`src/hw/rtl/dfc_pkg.sv`:
```
// ----------------------------------------------------------------------------
// dfc_pkg: shared types and constants of the decimating FIR filter
// Payload structs, register codes, arithmetic widths, control bundles.
// ----------------------------------------------------------------------------
package dfc_pkg;

  localparam int SAMPLE_WIDTH = 16;
  localparam int COEF_WIDTH   = 16;
  localparam int PROD_WIDTH   = SAMPLE_WIDTH + COEF_WIDTH;
  localparam int ACC_WIDTH    = 64;

  localparam int DEF_MAX_TAPS   = 64;
  localparam int DEF_MAX_FACTOR = 64;

  localparam int APB_ADDR_W = 5;
  localparam int APB_DATA_W = 32;
  localparam int REG_IDX_W  = 3;

  localparam int TAP_COUNT_W  = 7;
  localparam int FACTOR_W     = 7;
  localparam int COEF_INDEX_W = 6;
  localparam int SHIFT_W      = 5;

  localparam logic [TAP_COUNT_W-1:0] TAP_COUNT_RST = TAP_COUNT_W'(1);
  localparam logic [FACTOR_W-1:0]    FACTOR_RST    = FACTOR_W'(1);
  localparam logic [SHIFT_W-1:0]     SHIFT_RST     = SHIFT_W'(15);

  localparam logic signed [SAMPLE_WIDTH-1:0] SAMPLE_MAX = {1'b0, {(SAMPLE_WIDTH-1){1'b1}}};
  localparam logic signed [SAMPLE_WIDTH-1:0] SAMPLE_MIN = {1'b1, {(SAMPLE_WIDTH-1){1'b0}}};

  typedef enum logic [REG_IDX_W-1:0] {
    REG_TAP_COUNT    = 3'd0,
    REG_DECIM_FACTOR = 3'd1,
    REG_COMPLEX_MODE = 3'd2,
    REG_COEF_INDEX   = 3'd3,
    REG_COEF_VALUE   = 3'd4,
    REG_OUT_SHIFT    = 3'd5
  } dfc_reg_t;

  typedef struct packed {
    logic signed [SAMPLE_WIDTH-1:0] sample_re;
    logic signed [SAMPLE_WIDTH-1:0] sample_im;
  } dfc_sample_t;

  typedef struct packed {
    logic signed [SAMPLE_WIDTH-1:0] out_re;
    logic signed [SAMPLE_WIDTH-1:0] out_im;
    logic                           saturated;
  } dfc_result_t;

  typedef struct packed {
    logic shift;
    logic rotate;
  } dfc_cell_ctrl_t;

  typedef struct packed {
    logic clear;
    logic vld;
    logic last;
  } dfc_mac_ctrl_t;

  function automatic int addr_w(input int n);
    return (n > 1) ? $clog2(n) : 1;
  endfunction

endpackage

```
`src/hw/rtl/dfc_ram.sv`:
```
// ----------------------------------------------------------------------------
// dfc_ram: generic single-write, single-read RAM
// One write port, one read port with registered read data.
// ----------------------------------------------------------------------------
module dfc_ram #(
  parameter int WIDTH = 16,
  parameter int DEPTH = 64
) (
  input  logic                                 clk,
  input  logic                                 we,
  input  logic [dfc_pkg::addr_w(DEPTH)-1:0]    waddr,
  input  logic [WIDTH-1:0]                     wdata,
  input  logic [dfc_pkg::addr_w(DEPTH)-1:0]    raddr,
  output logic [WIDTH-1:0]                     rdata
);

  logic [WIDTH-1:0] mem [DEPTH];

  always_ff @(posedge clk) begin
    if (we) begin
      mem[waddr] <= wdata;
    end
    rdata <= mem[raddr];
  end

endmodule

```
`config.mk`:
```
export PLATFORM = sky130hd
export DESIGN_NAME = dfc_ram
export DESIGN_NICKNAME = d
export VERILOG_FILES = /design/src/hw/rtl/dfc_pkg.sv /design/src/hw/rtl/dfc_ram.sv
export SDC_FILE = /design/constraint.sdc
export NUM_CORES = 1
export LEC_CHECK = 0
export BUFFER_PORTS_ARGS = -buffer_cell sky130_fd_sc_hd__buf_2
export CORE_UTILIZATION = 50
export DETAILED_ROUTE_END_ITERATION = 8
export PLACE_DENSITY = 0.74
export SLEW_MARGIN = 20
export SYNTH_ARGS = -nofsm -noshare
export SYNTH_HDL_FRONTEND = slang
export SYNTH_SLANG_ARGS = --single-unit
export TNS_END_PERCENT = 30
```
`constraint.sdc`:
```
create_clock -name clk -period 4.7 [get_ports clk]
set_clock_uncertainty 0.15 [all_clocks]
set_input_delay 0.235 -clock clk [delete_from_list [all_inputs] [get_ports clk]]
set_output_delay 0.235 -clock clk [all_outputs]
set_load 0.05 [all_outputs]
```
# ---- After elaboration in Yosys (flattened, before gate mapping)
# Memories as Yosys holds them, arrays and structs flattened. A register that Yosys moved wholly into a read port is not among the register bits.
# Cells that the tools add are included.
dict set report op_classes {
  mux 2
}
# cell n
set op_table {}
lappend op_table {{1-bit two-way mux} 2}
dict set report totals {
  reg_bits 0
  mem_bits_rw 1024
  inputBits 30
  output_inout_bits 16
  n_memories 1
}
# name depth word_bits rd rd_ports_with_merged_regs wr line_no
set mem_list {}
lappend mem_list {mem 64 16 1 1 1 dfc_ram.sv:17} ;# logic [WIDTH-1:0] mem [DEPTH];

# ---- Longest topological paths before layout
dict set report depth {
  word_depth 2
  depth_mapped 10
  ltp_nobuf 5
}

# ---- Worst setup path after synthesis
# OpenSTA, ideal clock, no wires.
dict set report synth_timing {
  kind {in2reg}
  from {in waddr[3] in the netlist's numbering}
  to {mem mem[48][0] (enable)}
  arrival_ns 1.861
  required_ns 4.141
  slack_ns 2.280
  path_stages 4
  n_path_buf 1
  path_cell_list {clkbuf_1 > nor2b_1 > nand4b_1 > nor3_1}
}
# item line_no
set synth_lines {}
lappend synth_lines {{start: declaration} dfc_ram.sv:11} ;# input logic [dfc_pkg::addr_w(DEPTH)-1:0] waddr,
lappend synth_lines {{end: declaration} dfc_ram.sv:17}
# No word-level cell before the write port.

==> results by group <==
GRT
  • Remaining Overflow, GRT: 0
  • Initial antenna violation count: 8
  • First-pass GRT wire length: between 100,000 and 150,000 um
  • Vias in the first global route: between 15,000 and 20,000
  • Largest net degree at the start of global routing: slightly above 100
  • Total GRT Usage: between 20% and 30%

Synth
  • Async SR Flop Fraction: 0%
  • Ys Warns: 0
  • Predominant post-synthesis flop cell: edfxtp_1
  • Post-synthesis instance total: approximately 1,800
  • Number of synthesized flops with an enable pin: 1,024
  • Number of distinct library cells after synthesis: 43
  • Syn_nets: about 1,900
  • Yosys reg bits: approximately 1,000
  • Post-Syn Area: roughly 40,000 sq um
  • Sequential cell area fraction in the yosys report: between 70% and 80%
  • Mean post-synth cell area: approximately 22 sq um

Clock tree
  • CTS Buffer Depth: 3
  • CTS Buf Count: a little under 100
  • CTS Sinks: ~1,000
  • Worst-skew pair later-pin latency: approximately 660 ps
  • # H-tree levels: 3
  • Root buffer cell: clkbuf_16
  • Post-cts sizing count: 0
  • Clock slew at reported path FFs: roughly 60 ps
  • TritonCTS clock tree: built

STA
  • Setup violations, final: 0
  • Minimum clock period: approximately 2500 ps
  • Final period util: ~53%
  • Hold Vio Cnt, Final: 0
  • Max Clk Rate: 400.9 MHz
  • Final worst slack: roughly 2200 ps
  • Worst Tran Pin Value: 1099 ps
  • RSZ-0062 raised after global routing: false
  • Max Slew Vio Count: 0
  • Setup TNS: 0 ps
  • Slew margin rel.: about a quarter

Floorplan
  • DIE AREA: 81,220 sq um
  • Die W: roughly 280 um
  • Initial Utilization: about half
  • Row count: just over 100
  • # IOs: 46
  • Die outline height: about 280 um
  • Core Region: slightly below 80,000 sq um

Pwr
  • Leakage: 14.22 nW
  • PwrDens: ~430 nW/um^2
  • VDD IR max: approximately 0.26 mV

Drt
  • WL per Instance: a little under 30 um
  • Final ANT Viol Nets: 0
  • Vias: around 19,000
  • Drt total wl: between 90,000 and 100,000 um
  • Vias per cell: between 6 and 7
  • Iteration-0 DRC Markers: between 2,000 and 3,000
  • DRC errors left: 0
  • DRT Pass-1 Iters: 6

Setup path
  • Critical Path End Type: flop
  • R2r endpoint: rdata[4]$_DFF_P_
  • FF-to-FF path depth: 5
  • R2R setup slack: between 2000 and 2500 ps
  • Critical Path Start Type: primary input
  • Reg-to-reg startpoint: mem[23][4]$_DFFE_PP_
  • Worst EP arrival: roughly 2800 ps
  • CP max FO: between 60 and 70
  • Crit path required time: about 5000 ps
  • Setup CP Type: primary input to flop

Cells and area
  • Multi-input combinational cell area: 8294 sq um
  • Layout cell share with drive strength beyond 1: roughly a quarter
  • Register area: 31,070 sq um
  • FILL cells: between 5,000 and 6,000
  • Nets: 1,995
  • Syn-to-layout area delta: 12.27%
  • Final Cell Area: around 45,000 sq um
  • Most frequent cells in the layout: edfxtp_1 (1,024), mux4_2 (220), clkbuf_16 (102)
  • Most common cell after layout, fill and taps aside: edfxtp_1

Flow run
  • MaxCap Viol Count: 0

Outcome
  • Outcome: finished clean

Min path
  • Hold Path End: mem[61][7]$_DFFE_PP_
  • Hold_sp: wdata[7]
  • Hold Path Depth: 1
  • Worst min path class: primary input to flop

Placed design
  • Area post-placement: around 42,000 sq um
  • PortBufs: between 40 and 50
  • Final RePlAce weighted congestion: roughly 0.83
  • Post-DP HPWL: about 53,000 um
  • Dpl ws: about 1500 ps
==> timing repair <==
item | in CTS | in global routing
hold buffers | 1 | 0
setup buffers | 0 | 0
endpoints found under the hold margin | 28 | 0
==> registers in the layout, summed over array words and instances (netlist names) <==
signal and flops:
mem 1024, rdata 16
==> where the power goes <==
group | internal (mW) | switching, mW | leakage, nW
Clock | 4.59 | 3.32 | 1.58
Sequential | 10.3 | 0.0341 | 9.35
Combinational | 0.340 | 0.661 | 3.30
Total | 15.2 | 4.01 | 14.2
==> synthesized netlist by cell type, types with 6 or more instances <==
cell type  count  share of area [%]
nor2b_1       30               0.47
a21oi_1       17               0.21
nand2_1       59               0.55
buf_6         17               0.48
mux2_2        27               0.76
a22o_1         6               0.13
nor2_1        72               0.67
clkbuf_1      24               0.22
a211oi_1       8               0.15
edfxtp_1    1024                 77
a22oi_1       39               0.73
nand3_1       24               0.30
a221oi_1      16               0.35
nand4_1       12               0.19
buf_4         13               0.24
a311oi_1       8               0.17
mux2i_1       85                2.1
mux4_2       220                 12
a221o_1        6               0.15
dfxtp_1       16               0.80
buf_2         36               0.45
a211o_1        8               0.17
a31oi_1        8               0.12
==> per-stage QoR <==
stage / hold slack, ps / total power, mW / cells / util [%]
CTS: 23.90 / 19.27 / 3096 / 56.81
detailed placement: 565.0 / 11.50 / 2913 / 52.73
floorplan: 183.9 / 11.08 / 1829 / -
global placement: 565.2 / 11.47 / 2912 / 52.71
global route: 32.23 / 19.69 / 3096 / 56.81
finish: 31.75 / 19.21 / 3097 / 56.82
==> logic make-up (layout without fill, tap and decap cells) <==
kind of cell,count (synthesis),count (layout),synth area share [%]
flops,1040,1040,77.59
mux,336,336,15.52
simple gates,220,220,2.647
compound gates,129,129,2.409
buf+inv,104,321,1.831
other cells,0,1,0
==> cell type report <==
| class | instances | area share (%) |
|---|---|---|
| Multi-Input combinational cell | 685 | 18.45 |
| Clock inverter | 54 | 1.141 |
| Tap cell | 1050 | 2.922 |
| Clock buffer | 128 | 6.006 |
| Antenna cell | 1 | 0.005566 |
| Sequential cell | 1040 | 69.11 |
| Timing Repair Buffer | 139 | 2.366 |
==> layer usage <==
metal | part of all wire, % | vias up | GRT usage [%] | wire, um
met5 | 0.054 | - | 0 | 49
met3 | 9.3 | 170 | 4.376 | 8541
li1 | - | 7956 | - | -
met4 | 3.6 | 8 | 8.463 | 3329
met1 | 38 | 10140 | 31.30 | 34890
met2 | 49 | 1048 | 36.80 | 44700
==> how the worst max path moves through the flow <==
stage	startpoint	to	slack (ps)	cells after the start
2_1_floorplan	waddr[3]	mem[48][0]$_DFFE_PP_	2280	4
6_report	raddr[1]	rdata[1]$_DFF_P_	2210	6
3_3_place_gp	raddr[0]	rdata[0]$_DFF_P_	1580	7
5_1_grt	raddr[1]	rdata[1]$_DFF_P_	2110	6
4_1_cts	raddr[0]	rdata[13]$_DFF_P_	2230	7
3_5_place_dp	raddr[1]	rdata[1]$_DFF_P_	1540	6
==> worst max-delay path: stages <==
cell and delay, ps:
buf_6 520, buf_4 360, nor2b_1 640, a221oi_1 240
a221oi_1 630, a311oi_1 90
No activity file was read; power rests on OpenSTA's default activity.
