--- config.mk ---
export PLATFORM = sky130hd
export DESIGN_NAME = dfc_tap_cell
export DESIGN_NICKNAME = d
export VERILOG_FILES = /design/src/hw/rtl/dfc_pkg.sv /design/src/hw/rtl/dfc_tap_cell.sv
export SDC_FILE = /design/constraint.sdc
export NUM_CORES = 1
export LEC_CHECK = 0
export ABC_AREA = 1
export BUFFER_PORTS_ARGS = -buffer_cell sky130_fd_sc_hd__buf_4
export CORE_ASPECT_RATIO = 0.6
export CORE_MARGIN = 2
export CORE_UTILIZATION = 31
export DETAILED_ROUTE_END_ITERATION = 8
export PLACE_DENSITY = 0.7
export REMOVE_ABC_BUFFERS = 1
export SYNTH_ARGS = -nofsm -noshare
export SYNTH_HDL_FRONTEND = slang
export SYNTH_SLANG_ARGS = --single-unit
--- constraint.sdc ---
create_clock -name clk -period 2.35 [get_ports clk]
set_clock_uncertainty 0.2 [all_clocks]
set_input_delay 0.1175 -clock clk [delete_from_list [all_inputs] [get_ports clk]]
set_output_delay 0.1175 -clock clk [all_outputs]
set_load 0.01 [all_outputs]
--- src/hw/rtl/dfc_pkg.sv ---
// ----------------------------------------------------------------------------
// dfc_pkg: shared types and constants of the decimating FIR filter
// Payload structs, register codes, arithmetic widths, control bundles.
// ----------------------------------------------------------------------------
package dfc_pkg;

  localparam int SAMPLE_WIDTH = 16;
  localparam int COEF_WIDTH   = 16;
  localparam int PROD_WIDTH   = SAMPLE_WIDTH + COEF_WIDTH;
  localparam int ACC_WIDTH    = 64;

  localparam int DEF_MAX_TAPS   = 64;
  localparam int DEF_MAX_FACTOR = 64;

  localparam int APB_ADDR_W = 5;
  localparam int APB_DATA_W = 32;
  localparam int REG_IDX_W  = 3;

  localparam int TAP_COUNT_W  = 7;
  localparam int FACTOR_W     = 7;
  localparam int COEF_INDEX_W = 6;
  localparam int SHIFT_W      = 5;

  localparam logic [TAP_COUNT_W-1:0] TAP_COUNT_RST = TAP_COUNT_W'(1);
  localparam logic [FACTOR_W-1:0]    FACTOR_RST    = FACTOR_W'(1);
  localparam logic [SHIFT_W-1:0]     SHIFT_RST     = SHIFT_W'(15);

  localparam logic signed [SAMPLE_WIDTH-1:0] SAMPLE_MAX = {1'b0, {(SAMPLE_WIDTH-1){1'b1}}};
  localparam logic signed [SAMPLE_WIDTH-1:0] SAMPLE_MIN = {1'b1, {(SAMPLE_WIDTH-1){1'b0}}};

  typedef enum logic [REG_IDX_W-1:0] {
    REG_TAP_COUNT    = 3'd0,
    REG_DECIM_FACTOR = 3'd1,
    REG_COMPLEX_MODE = 3'd2,
    REG_COEF_INDEX   = 3'd3,
    REG_COEF_VALUE   = 3'd4,
    REG_OUT_SHIFT    = 3'd5
  } dfc_reg_t;

  typedef struct packed {
    logic signed [SAMPLE_WIDTH-1:0] sample_re;
    logic signed [SAMPLE_WIDTH-1:0] sample_im;
  } dfc_sample_t;

  typedef struct packed {
    logic signed [SAMPLE_WIDTH-1:0] out_re;
    logic signed [SAMPLE_WIDTH-1:0] out_im;
    logic                           saturated;
  } dfc_result_t;

  typedef struct packed {
    logic shift;
    logic rotate;
  } dfc_cell_ctrl_t;

  typedef struct packed {
    logic clear;
    logic vld;
    logic last;
  } dfc_mac_ctrl_t;

  function automatic int addr_w(input int n);
    return (n > 1) ? $clog2(n) : 1;
  endfunction

endpackage

--- src/hw/rtl/dfc_tap_cell.sv ---
// ----------------------------------------------------------------------------
// dfc_tap_cell: one tap of the delay line
// Holds one I/Q sample; takes its left neighbour on a shift and its right
// neighbour on a rotation.
// ----------------------------------------------------------------------------
module dfc_tap_cell (
  input  logic                                  clk,
  input  dfc_pkg::dfc_cell_ctrl_t               ctrl,
  input  logic signed [dfc_pkg::SAMPLE_WIDTH-1:0] left_re,
  input  logic signed [dfc_pkg::SAMPLE_WIDTH-1:0] left_im,
  input  logic signed [dfc_pkg::SAMPLE_WIDTH-1:0] right_re,
  input  logic signed [dfc_pkg::SAMPLE_WIDTH-1:0] right_im,
  output logic signed [dfc_pkg::SAMPLE_WIDTH-1:0] tap_re,
  output logic signed [dfc_pkg::SAMPLE_WIDTH-1:0] tap_im
);

  always_ff @(posedge clk) begin
    if (ctrl.shift) begin
      tap_re <= left_re;
      tap_im <= left_im;
    end else if (ctrl.rotate) begin
      tap_re <= right_re;
      tap_im <= right_im;
    end
  end

endmodule

[Word-level counts from Yosys, hierarchy flattened]
Index checks and enable logic that the tools add are counted.
Word-level totals
  input port bits: 67
  register bits: 32
  logic and storage cells: 7
Operators by class
  reduce and logical (&&, ||, !) cells: 1
  multiplexer cells: 4
Operators with widths (number)
  2-to-1 mux 16 bit: 4
  nonzero test 2 bit: 1

[Longest topological paths before layout]
Gate-level depths: netlist of the first run.
  word-level depth: 2
  gate-level depth with buffers: 5
  gate-level depth less buffers: 3

[Worst setup path after synthesis of the first run]
Ideal clock, no wire load.
  path kind: input-to-reg
  start: in ctrl[1] in the netlist's numbering
  end: reg tap_im[0] in the netlist's numbering, enable pin
  stages: 2
  slack: 1072 ps
  arrival: 748 ps
  data required time: 1821 ps
  path through: buf_6 > or2_2
On the way
  word-level cells in the longest chain between the ends: 1
RTL lines
  start, declared: RTL line dfc_tap_cell.sv:8  | input dfc_pkg::dfc_cell_ctrl_t ctrl,
  nonzero test 2 bit (no line)
  end signal, assigned: RTL line dfc_tap_cell.sv:20  | tap_im <= left_im;
  end signal, assigned: RTL line dfc_tap_cell.sv:23  | tap_im <= right_im;
  end, declared: RTL line dfc_tap_cell.sv:14  | output logic signed [dfc_pkg::SAMPLE_WIDTH-1:0] tap_im
No other way between the ends.
A chain may end at the register's enable or synchronous reset.

[Final worst setup path of the first run]
  start: in ctrl[1] in the netlist's numbering
  end: reg tap_re[5] in the netlist's numbering (data pin)
On the way
  word-level cells in the longest chain between the ends: 1
RTL lines
  2-to-1 mux 16 bit: RTL line dfc_tap_cell.sv:18  | if (ctrl.shift) begin
  end signal, assigned: RTL line dfc_tap_cell.sv:19  | tap_re <= left_re;
  end signal, assigned: RTL line dfc_tap_cell.sv:22  | tap_re <= right_re;
  end, declared: RTL line dfc_tap_cell.sv:13  | output logic signed [dfc_pkg::SAMPLE_WIDTH-1:0] tap_re,
No other way between the ends.

==> run_results.csv, run 1 <==
group,metric,value,unit
synthesis,synth-seq-cells,32,
pwr,combPwrFrac,24.3,%
sta,maxSlewHeadroom,73.3,%
floorplan,rows,18,
synthesis,ys_seq_area_share,68.6,%
sta,finalHoldViolCount,0,
layout,insertedDiodeCount,0,
detailed_routing,via_per_inst,4.28,
detailed_routing,num_vias,1551,
pwr,p_sw_share,22.4,%
floorplan,floorplan.initialDensity,33.1,%
global_routing,track_usage,18.5,%
synthesis,synthAdderAreaFrac,0,%
critical_path,cp_max_fo,32,
synthesis,synthMuxAreaShare,0,%
global_routing,antenna_found_initial,0,
detailed_routing,drt-pass1-iter-count,4,
floorplan,design.core.area,4230,um2
critical_path,crit_type,"input pin to flip-flop",
global_routing,gr-total-overflow,0,
critical_path,startpoint,"ctrl[1]",
critical_path,startpoint_type,"input pin",
pwr,internal_power,1270,uW
cts,clock-sinks,32,
synthesis,synthesis.area,1400,um2
sta,worstMarginPinSlew,0.400,ns
layout,final_cell_count_no_fill,362,
place,place.gp.congestion,0.737,
detailed_routing,drt_iter0_markers,58,
critical_path,arrival,1.53,ns
cts,cts_made_buffers,5,
synthesis,netlist_instances,137,
place,placed_cells,290,
detailed_routing,wire_per_inst,12.5,um
global_routing,grt_max_degree,33,
sta,min_period,1.70,ns
floorplan,design.die.area,5090,um2
critical_path,cp-endpoint,"tap_re[5]",
sta,setup-violations-final,0,
cts,path_clk_slew,0.06,ns
pwr,leakage,0.00144,uW
place,port_buffers,98,
synthesis,syn_avg_cell_area,10.2,um2
sta,timing.setup.tns,0,ns
flow_run,drv_cap,0,
critical_path,slowest_delay,0.56,ns
pwr,netSwitchingPower,365,uW
cts,cts_tree,"done",
sta,fmax,0.588,GHz
synthesis,synth_cell_types,6,
pwr,power_frac_clock,31.5,%
place,hpwl,2720,um
floorplan,die_x,90.8,um
floorplan,ios,99,
detailed_routing,ant_nets,0,
synthesis,synth_top_family_by_area,"simple AND/OR/NAND/NOR gates",
layout,layout-drive-gt1-share,36.1,%
detailed_routing,routed_wl,4540,um
hold_path,min_path_type,"input pin to flip-flop",
critical_path,crit_required,2.18,ns
cts,clk_path_buf_depth,2,
layout,multi_input_area,367,um2
floorplan,die_h,56.1,um
cts,cts-root-buf,"clkbuf_8",
synthesis,yosys.area_share.simple,26.2,%
critical_path,path_cells,"buf_4, buf_4, inv_4, nand2_1, nand2_1, dlygate4sd3_1",
critical_path,end_kind,"flip-flop",
layout,seqCellArea,961,um2
layout,fill_cells,335,
outcome,status,"finished, final reports clean",
sta,rsz0062_at_grt,"no",
sta,setup_ws,0.648,ns
synthesis,synth_compound_area_share,0,%
cts,cts_setup_buffers,0,
place,place_ws,0.871,ns
global_routing,grt_pass1_wl,7350,um
synthesis,synth_warnings,0,
layout,final_nets,368,
sta,period_share,72.4,%
layout,syn_to_final_growth,108,%
pwr,power_density,558,nW/um2
detailed_routing,drc,0,
cts,h-tree-depth,2,
critical_path,crit_path_top_delay_cell,"dlygate4sd3_1",
pwr,vdd_drop_max,0.423,mV
sta,slew_violations,0,
pwr,p_seq_share,44.2,%
global_routing,first_global_vias,1622,
synthesis,synthXorXnorAreaFrac,0,%
==> layout make-up <==
| type | instances | share of cell area, % |
|---|---|---|
| clock buffers | 6 | 2.49 |
| clock inverters | 2 | 1.20 |
| flip-flops and latches | 32 | 32.9 |
| multi-input cells | 97 | 12.6 |
| inverters | 1 | 0.214 |
| repair buffers | 164 | 48.1 |
| well taps | 60 | 2.57 |
==> power by group through the flow <==
stage          logic, uW  clock network (uW)  registers [uW]
2_1_floorplan       50.7                   0             765
4_1_cts              392                 528             720
6_report             397                 513             720
5_1_grt              427                 549             727
3_5_place_dp         291                   0             732
3_3_place_gp         288                   0             729
==> state kept, by name (all words and copies together), names as in the netlist <==
register and count:
tap_im 16, tap_re 16
==> worst max-delay path: cells and delay by family <==
family | cells | cell delay, ns
simple gates | 2 | 0.19
buf+inv | 4 | 1.22
==> cell usage after synthesis <==
library cell	instances	area, um2
nand2_1	96	360
buf_6	4	45.0
or2_2	1	6.26
buf_4	3	22.5
edfxtp_1	32	961
inv_4	1	6.26
==> how the worst min path moves through the flow <==
stage | startpoint | end | slack (ns) | cells after the start
global placement | right_re[7] | tap_re[7] | 0.18 | 3
floorplan | right_im[0] | tap_im[0] | 0.1 | 2
global route | ctrl[0] | tap_im[12] | 0.33 | 2
finish | ctrl[0] | tap_im[12] | 0.28 | 2
CTS | ctrl[0] | tap_im[12] | 0.29 | 2
detailed placement | right_re[7] | tap_re[7] | 0.19 | 3
==> logic make-up (layout without fill, tap and decap cells) <==
group         Yosys count  in the layout
flops                  32             32
simple gates           97             97
buf+inv                 8            173
==> placed cells by master (no fill, tap or decap) <==
cell,Yosys,routed
buf_4,3,99
nand2_1,96,96
dlygate4sd3_1,0,64
edfxtp_1,32,32
clkbuf_8,0,5
inv_4,1,1
or2_2,1,1
bufinv_16,0,1
clkbuf_1,0,1
clkinv_2,0,1
buf_12,0,1
==> layer usage <==
metal / global-route usage [%] / share of wire (%)
met2: 33.5 / 48
met3: 7.99 / 11
met5: 0 / 0
met4: 5.19 / 0.73
met1: 20.0 / 40
==> timing repair <==
action | CTS | global route
hold buffers | 64 | 0
endpoints found under the hold margin | 32 | 0
resized for setup | 0 | 0
==> per-stage QoR <==
step,hold WS (ns),util (%),total power [uW],instance area [um2]
after floorplan,0.0961,-,816,1330
after global placement,0.185,51.3,1020,2170
after detailed placement,0.187,51.3,1020,2170
after CTS,0.290,69.0,1640,2920
after global routing,0.328,69.0,1700,2920
final,0.277,69.0,1630,2920
Note: power is estimated with default switching activity, not from simulation.
==> inputs of run 2 (changes only) <==
==> constraint.sdc (replaced) <==
create_clock -name clk -period 1.6 [get_ports clk]
set_clock_uncertainty 0.2 [all_clocks]
set_input_delay 0.08 -clock clk [delete_from_list [all_inputs] [get_ports clk]]
set_output_delay 0.08 -clock clk [all_outputs]
set_load 0.01 [all_outputs]
==> run 2 against run 1 <==
Against the previous run: final area down 1.2%; first-iteration DRC count grew 55%; sequential share of layout area is 0.39 points higher; critical path depth is 1 lower; sequential power up 47%; core utilization is 0.80 points lower; hold slack got worse by 0.19 ns; critical path type unchanged.
==> run_results.csv, run 2 (synthesized netlist as in run 1, its figures left out) <==
group,metric,value,unit
outcome,status,"finished, final reports clean",
pwr,p_seq_share,48.0,%
global_routing,grt_max_degree,34,
place,place.gp.congestion,0.723,
layout,final_common_cell,"buf_4",
cts,h-tree-depth,2,
sta,slew_violations,0,
floorplan,ios,99,
layout,layout-drive-gt1-share,35.2,%
floorplan,design.core.area,4230,um2
pwr,power_frac_clock,26.1,%
layout,mostFrequentLayoutCells,"98 x buf_4, 96 x nand2_1, 60 x dlygate4sd3_1, 32 x edfxtp_1, 5 x clkbuf_8",
floorplan,floorplan.initialDensity,33.1,%
detailed_routing,drt-pass1-iter-count,4,
critical_path,startpoint_type,"input pin",
layout,final_cell_count_no_fill,361,
cts,cts_setup_buffers,0,
detailed_routing,via_per_inst,4.32,
pwr,leakage,0.00145,uW
detailed_routing,drc,0,
hold_path,min_from,"left_re[13]",
critical_path,cp-endpoint,"tap_re[5]",
sta,min_period,1.59,ns
global_routing,antenna_found_initial,0,
pwr,total_power,2200,uW
floorplan,rows,18,
pwr,p_sw_share,23.3,%
sta,maxSlewHeadroom,50.4,%
critical_path,crit_type,"input pin to flip-flop",
sta,fmax,0.627,GHz
detailed_routing,routed_wl,4490,um
cts,path_clk_slew,0.06,ns
critical_path,startpoint,"right_re[5]",
detailed_routing,drt_iter0_markers,90,
global_routing,first_global_vias,1602,
pwr,power_density,762,nW/um2
critical_path,cp_max_fo,1,
layout,insertedDiodeCount,0,
sta,setup_ws,0.00569,ns
floorplan,die_x,90.8,um
sta,timing.setup.tns,0,ns
place,hpwl,2510,um
sta,setup-violations-final,0,
global_routing,gr-total-overflow,0,
cts,cts-root-buf,"clkbuf_8",
cts,cts_made_buffers,5,
pwr,netSwitchingPower,512,uW
cts,clock-sinks,32,
sta,finalHoldViolCount,0,
floorplan,design.die.area,5090,um2
sta,period_share,99.6,%
place,port_buffers,98,
place,placed_cells,289,
pwr,combPwrFrac,25.9,%
place,place_ws,0.234,ns
pwr,vdd_drop_max,0.410,mV
sta,worstMarginPinSlew,0.743,ns
critical_path,end_kind,"flip-flop",
layout,final_nets,367,
floorplan,die_h,56.1,um
flow_run,drv_cap,0,
critical_path,arrival,1.42,ns
layout,fin_area,2890,um2
cts,cts_tree,"done",
cts,clk_path_buf_depth,2,
global_routing,grt_pass1_wl,7030,um
layout,fill_cells,310,
detailed_routing,num_vias,1559,
detailed_routing,wire_per_inst,12.4,um
layout,largestRegisters,"tap_im: 16 flops, tap_re: 16 flops",
layout,syn_to_final_growth,106,%
global_routing,track_usage,17.8,%
place,post_dp_cell_area,2150,um2
pwr,internal_power,1690,uW
hold_path,min_path_type,"input pin to flip-flop",
detailed_routing,ant_nets,0,
critical_path,crit_required,1.42,ns
run 2: cell count changes in the layout (fill, tap and decap cells not counted), sizes merged:
cell,change
dlymetal6s4s,+4
buf,-1
dlygate4sd3,-4
clkbuf,+1
bufinv,-1
run 2: how the worst min path moves through the flow:
| stage | end | cells after the start |
|---|---|---|
| 2_1_floorplan | tap_im[0] | 2 |
| 3_3_place_gp | tap_im[15] | 3 |
| 3_5_place_dp | tap_re[9] | 3 |
| 4_1_cts | tap_re[12] | 4 |
| 5_1_grt | tap_re[13] | 4 |
| 6_report | tap_re[13] | 4 |
run 2: critical path, cell delays in order:
cell	delay, ns
dlygate4sd3_1	0.53
buf_4	0.13
nand2_1	0.07
nand2_1	0.06
dlygate4sd3_1	0.54
run 2: layer usage:
layer	vias up	track usage (%)	part of all wire [%]	wire length, um
met5	-	0	0	0
met4	0	5.19	1.4	64
met3	10	8.27	13	580
met2	99	32.6	48	2140
met1	686	18.4	38	1710
li1	764	-	-	-
run 2: area by class of cell:
cell class | count | area [um2] | area share (%)
timing repair buffer | 163 | 1400 | 48.4
sequential | 32 | 961 | 33.3
multi-input combinational | 97 | 367 | 12.7
clock buffer | 7 | 76.3 | 2.64
tap | 60 | 75.1 | 2.60
inverter | 1 | 6.26 | 0.217
clock inverter | 1 | 3.75 | 0.130
run 2: metrics by stage:
stage	hold WS (ns)	utilization, %
3_3_place_gp	0.145	50.8
4_1_cts	0.389	67.8
3_5_place_dp	0.149	50.8
2_1_floorplan	0.0586	-
6_report	0.0912	68.2
5_1_grt	0.118	68.2
run 2: power by group through the flow:
stage / registers [uW] / clock network [uW] / logic [uW]
floorplan: 1120 / 0 / 74.5
global route: 1070 / 623 / 618
finish: 1060 / 574 / 570
detailed placement: 1070 / 0 / 420
global placement: 1070 / 0 / 417
CTS: 1060 / 593 / 569
run 2: what timing repair did:
item / CTS / global route
endpoints found under the setup margin: 0 / 32
hold endpoints to repair: 32 / 14
hold buffers: 64 / 14
resized for setup: 0 / 5
==> inputs of run 3 (changes only) <==
--- a/config.mk
+++ b/config.mk
@@ -7,11 +7,13 @@
 export LEC_CHECK = 0
 export ABC_AREA = 1
 export BUFFER_PORTS_ARGS = -buffer_cell sky130_fd_sc_hd__buf_4
+export CELL_PAD_IN_SITES_DETAIL_PLACEMENT = 1
+export CELL_PAD_IN_SITES_GLOBAL_PLACEMENT = 2
 export CORE_ASPECT_RATIO = 0.6
 export CORE_MARGIN = 2
-export CORE_UTILIZATION = 31
+export CORE_UTILIZATION = 22
 export DETAILED_ROUTE_END_ITERATION = 8
-export PLACE_DENSITY = 0.7
+export PLACE_DENSITY = 0.86
 export REMOVE_ABC_BUFFERS = 1
 export SYNTH_ARGS = -nofsm -noshare
 export SYNTH_HDL_FRONTEND = slang
==> run 3 against run 2 <==
Against the previous run: combinational power decreased by 3%; non-clock buffer count unchanged; sequential power about the same; setup slack improved by 0.50 ns; fmax increased by 45%; first-iteration DRC count decreased by 61%; power about the same; core utilization decreased by 21 points; via count decreased by 0.90%; critical endpoint is now tap_re[14]; largest cell class unchanged.
==> run_results.csv, run 3 (synthesized netlist as in run 1, its figures left out) <==
group,metric,value,unit
outcome,status,"finished, final reports clean",
global_routing,grt_pass1_wl,8020,um
layout,largestRegisters,"tap_im: 16 flops, tap_re: 16 flops",
cts,cts_made_buffers,5,
global_routing,track_usage,15.0,%
pwr,total_power,2200,uW
detailed_routing,drt-pass1-iter-count,4,
layout,final_core_util,47.3,%
layout,insertedDiodeCount,0,
critical_path,cp_top_family,"flip-flops",
cts,cts_tree,"done",
detailed_routing,num_vias,1545,
detailed_routing,wire_per_inst,13.5,um
floorplan,design.core.area,6140,um2
detailed_routing,via_per_inst,4.01,
cts,clk_path_buf_depth,2,
floorplan,die_x,107,um
flow_run,drv_cap,0,
critical_path,slowest_delay,0.39,ns
layout,mostFrequentLayoutCells,"99 x buf_4, 96 x nand2_1, 64 x dlygate4sd3_1, 32 x edfxtp_1, 5 x clkbuf_8",
layout,layout-drive-gt1-share,35.2,%
critical_path,crit_type,"flip-flop to output port",
pwr,vdd_drop_max,0.304,mV
floorplan,floorplan.initialDensity,22.8,%
place,place_ws,0.204,ns
critical_path,startpoint_type,"flip-flop",
critical_path,end_kind,"output port",
layout,syn_to_final_growth,107,%
sta,worstMarginPinSlew,0.763,ns
critical_path,arrival,0.82,ns
layout,final_nets,367,
sta,fmax,0.910,GHz
floorplan,design.die.area,7050,um2
detailed_routing,ant_nets,0,
sta,slew_violations,0,
sta,timing.setup.tns,0,ns
hold_path,min_path_type,"input pin to flip-flop",
floorplan,die_h,65.8,um
critical_path,cp_max_fo,1,
hold_path,hold_path_depth,4,
pwr,leakage,0.00140,uW
hold_path,min_to,"tap_im[4]",
cts,clock-sinks,32,
sta,setup_ws,0.501,ns
cts,holdBufCountCts,64,
global_routing,antenna_found_initial,0,
place,hpwl,3090,um
sta,min_period,1.10,ns
detailed_routing,drc,0,
critical_path,crit_path_top_delay_cell,"edfxtp_1",
detailed_routing,drt_iter0_markers,35,
sta,maxSlewHeadroom,49.1,%
place,place.gp.congestion,0.693,
global_routing,first_global_vias,1660,
critical_path,crit_required,1.32,ns
critical_path,path_buf_inv,1,
critical_path,path_cells,"buf_4",
pwr,power_density,758,nW/um2
global_routing,grt_max_degree,34,
detailed_routing,routed_wl,5200,um
hold_path,min_from,"ctrl[1]",
floorplan,ios,99,
cts,cts.repair.resized,0,
sta,finalHoldViolCount,0,
cts,h-tree-depth,2,
sta,setup-violations-final,0,
sta,rsz0062_at_grt,"no",
cts,cts_setup_buffers,0,
global_routing,gr-total-overflow,0,
sta,period_share,68.7,%
cts,cts-root-buf,"clkbuf_8",
layout,final_common_cell,"buf_4",
place,port_buffers,98,
cts,path_clk_slew,0.06,ns
floorplan,rows,22,
[run 3: cell type report]
class,count,area (um2)
Inverter,1,6.26
Timing Repair Buffer,163,1380
Sequential cell,32,961
Fill cell,714,3240
Multi-Input combinational cell,97,367
Clock buffer,7,76.3
Tap cell,84,105
Clock inverter,1,3.75
[run 3: per-stage QoR]
step | std cells | hold slack, ns | area, um2
finish | 385 | 0.264 | 2900
global placement | 313 | 0.146 | 2180
floorplan | 130 | 0.0586 | 1330
global route | 385 | 0.284 | 2900
detailed placement | 313 | 0.154 | 2180
CTS | 385 | 0.258 | 2900
[run 3: worst max path at each step]
| stage | start | endpoint | cells past startpoint |
|---|---|---|---|
| final | tap_re[14] | tap_re[14] | 1 |
| after global routing | ctrl[1] | tap_re[4] | 5 |
| after CTS | tap_re[14] | tap_re[14] | 1 |
| after detailed placement | ctrl[0] | tap_im[15] | 2 |
| after global placement | ctrl[0] | tap_im[15] | 2 |
| after floorplan | ctrl[1] | tap_im[0] | 1 |
[run 3: metal layers]
layer	routed length, um	share of wire [%]	track usage, %
met1	1990	38	15.8
met2	2770	53	28.8
met3	361	6.9	5.02
met4	79	1.5	4.22
met5	0	0	0
[run 3: power by group]
part	internal, uW	switching [uW]	leakage (uW)
combinational	337	215	0.00103
clock	303	286	0.0000399
sequential	1030	27.7	0.000330
total	1670	529	0.00140
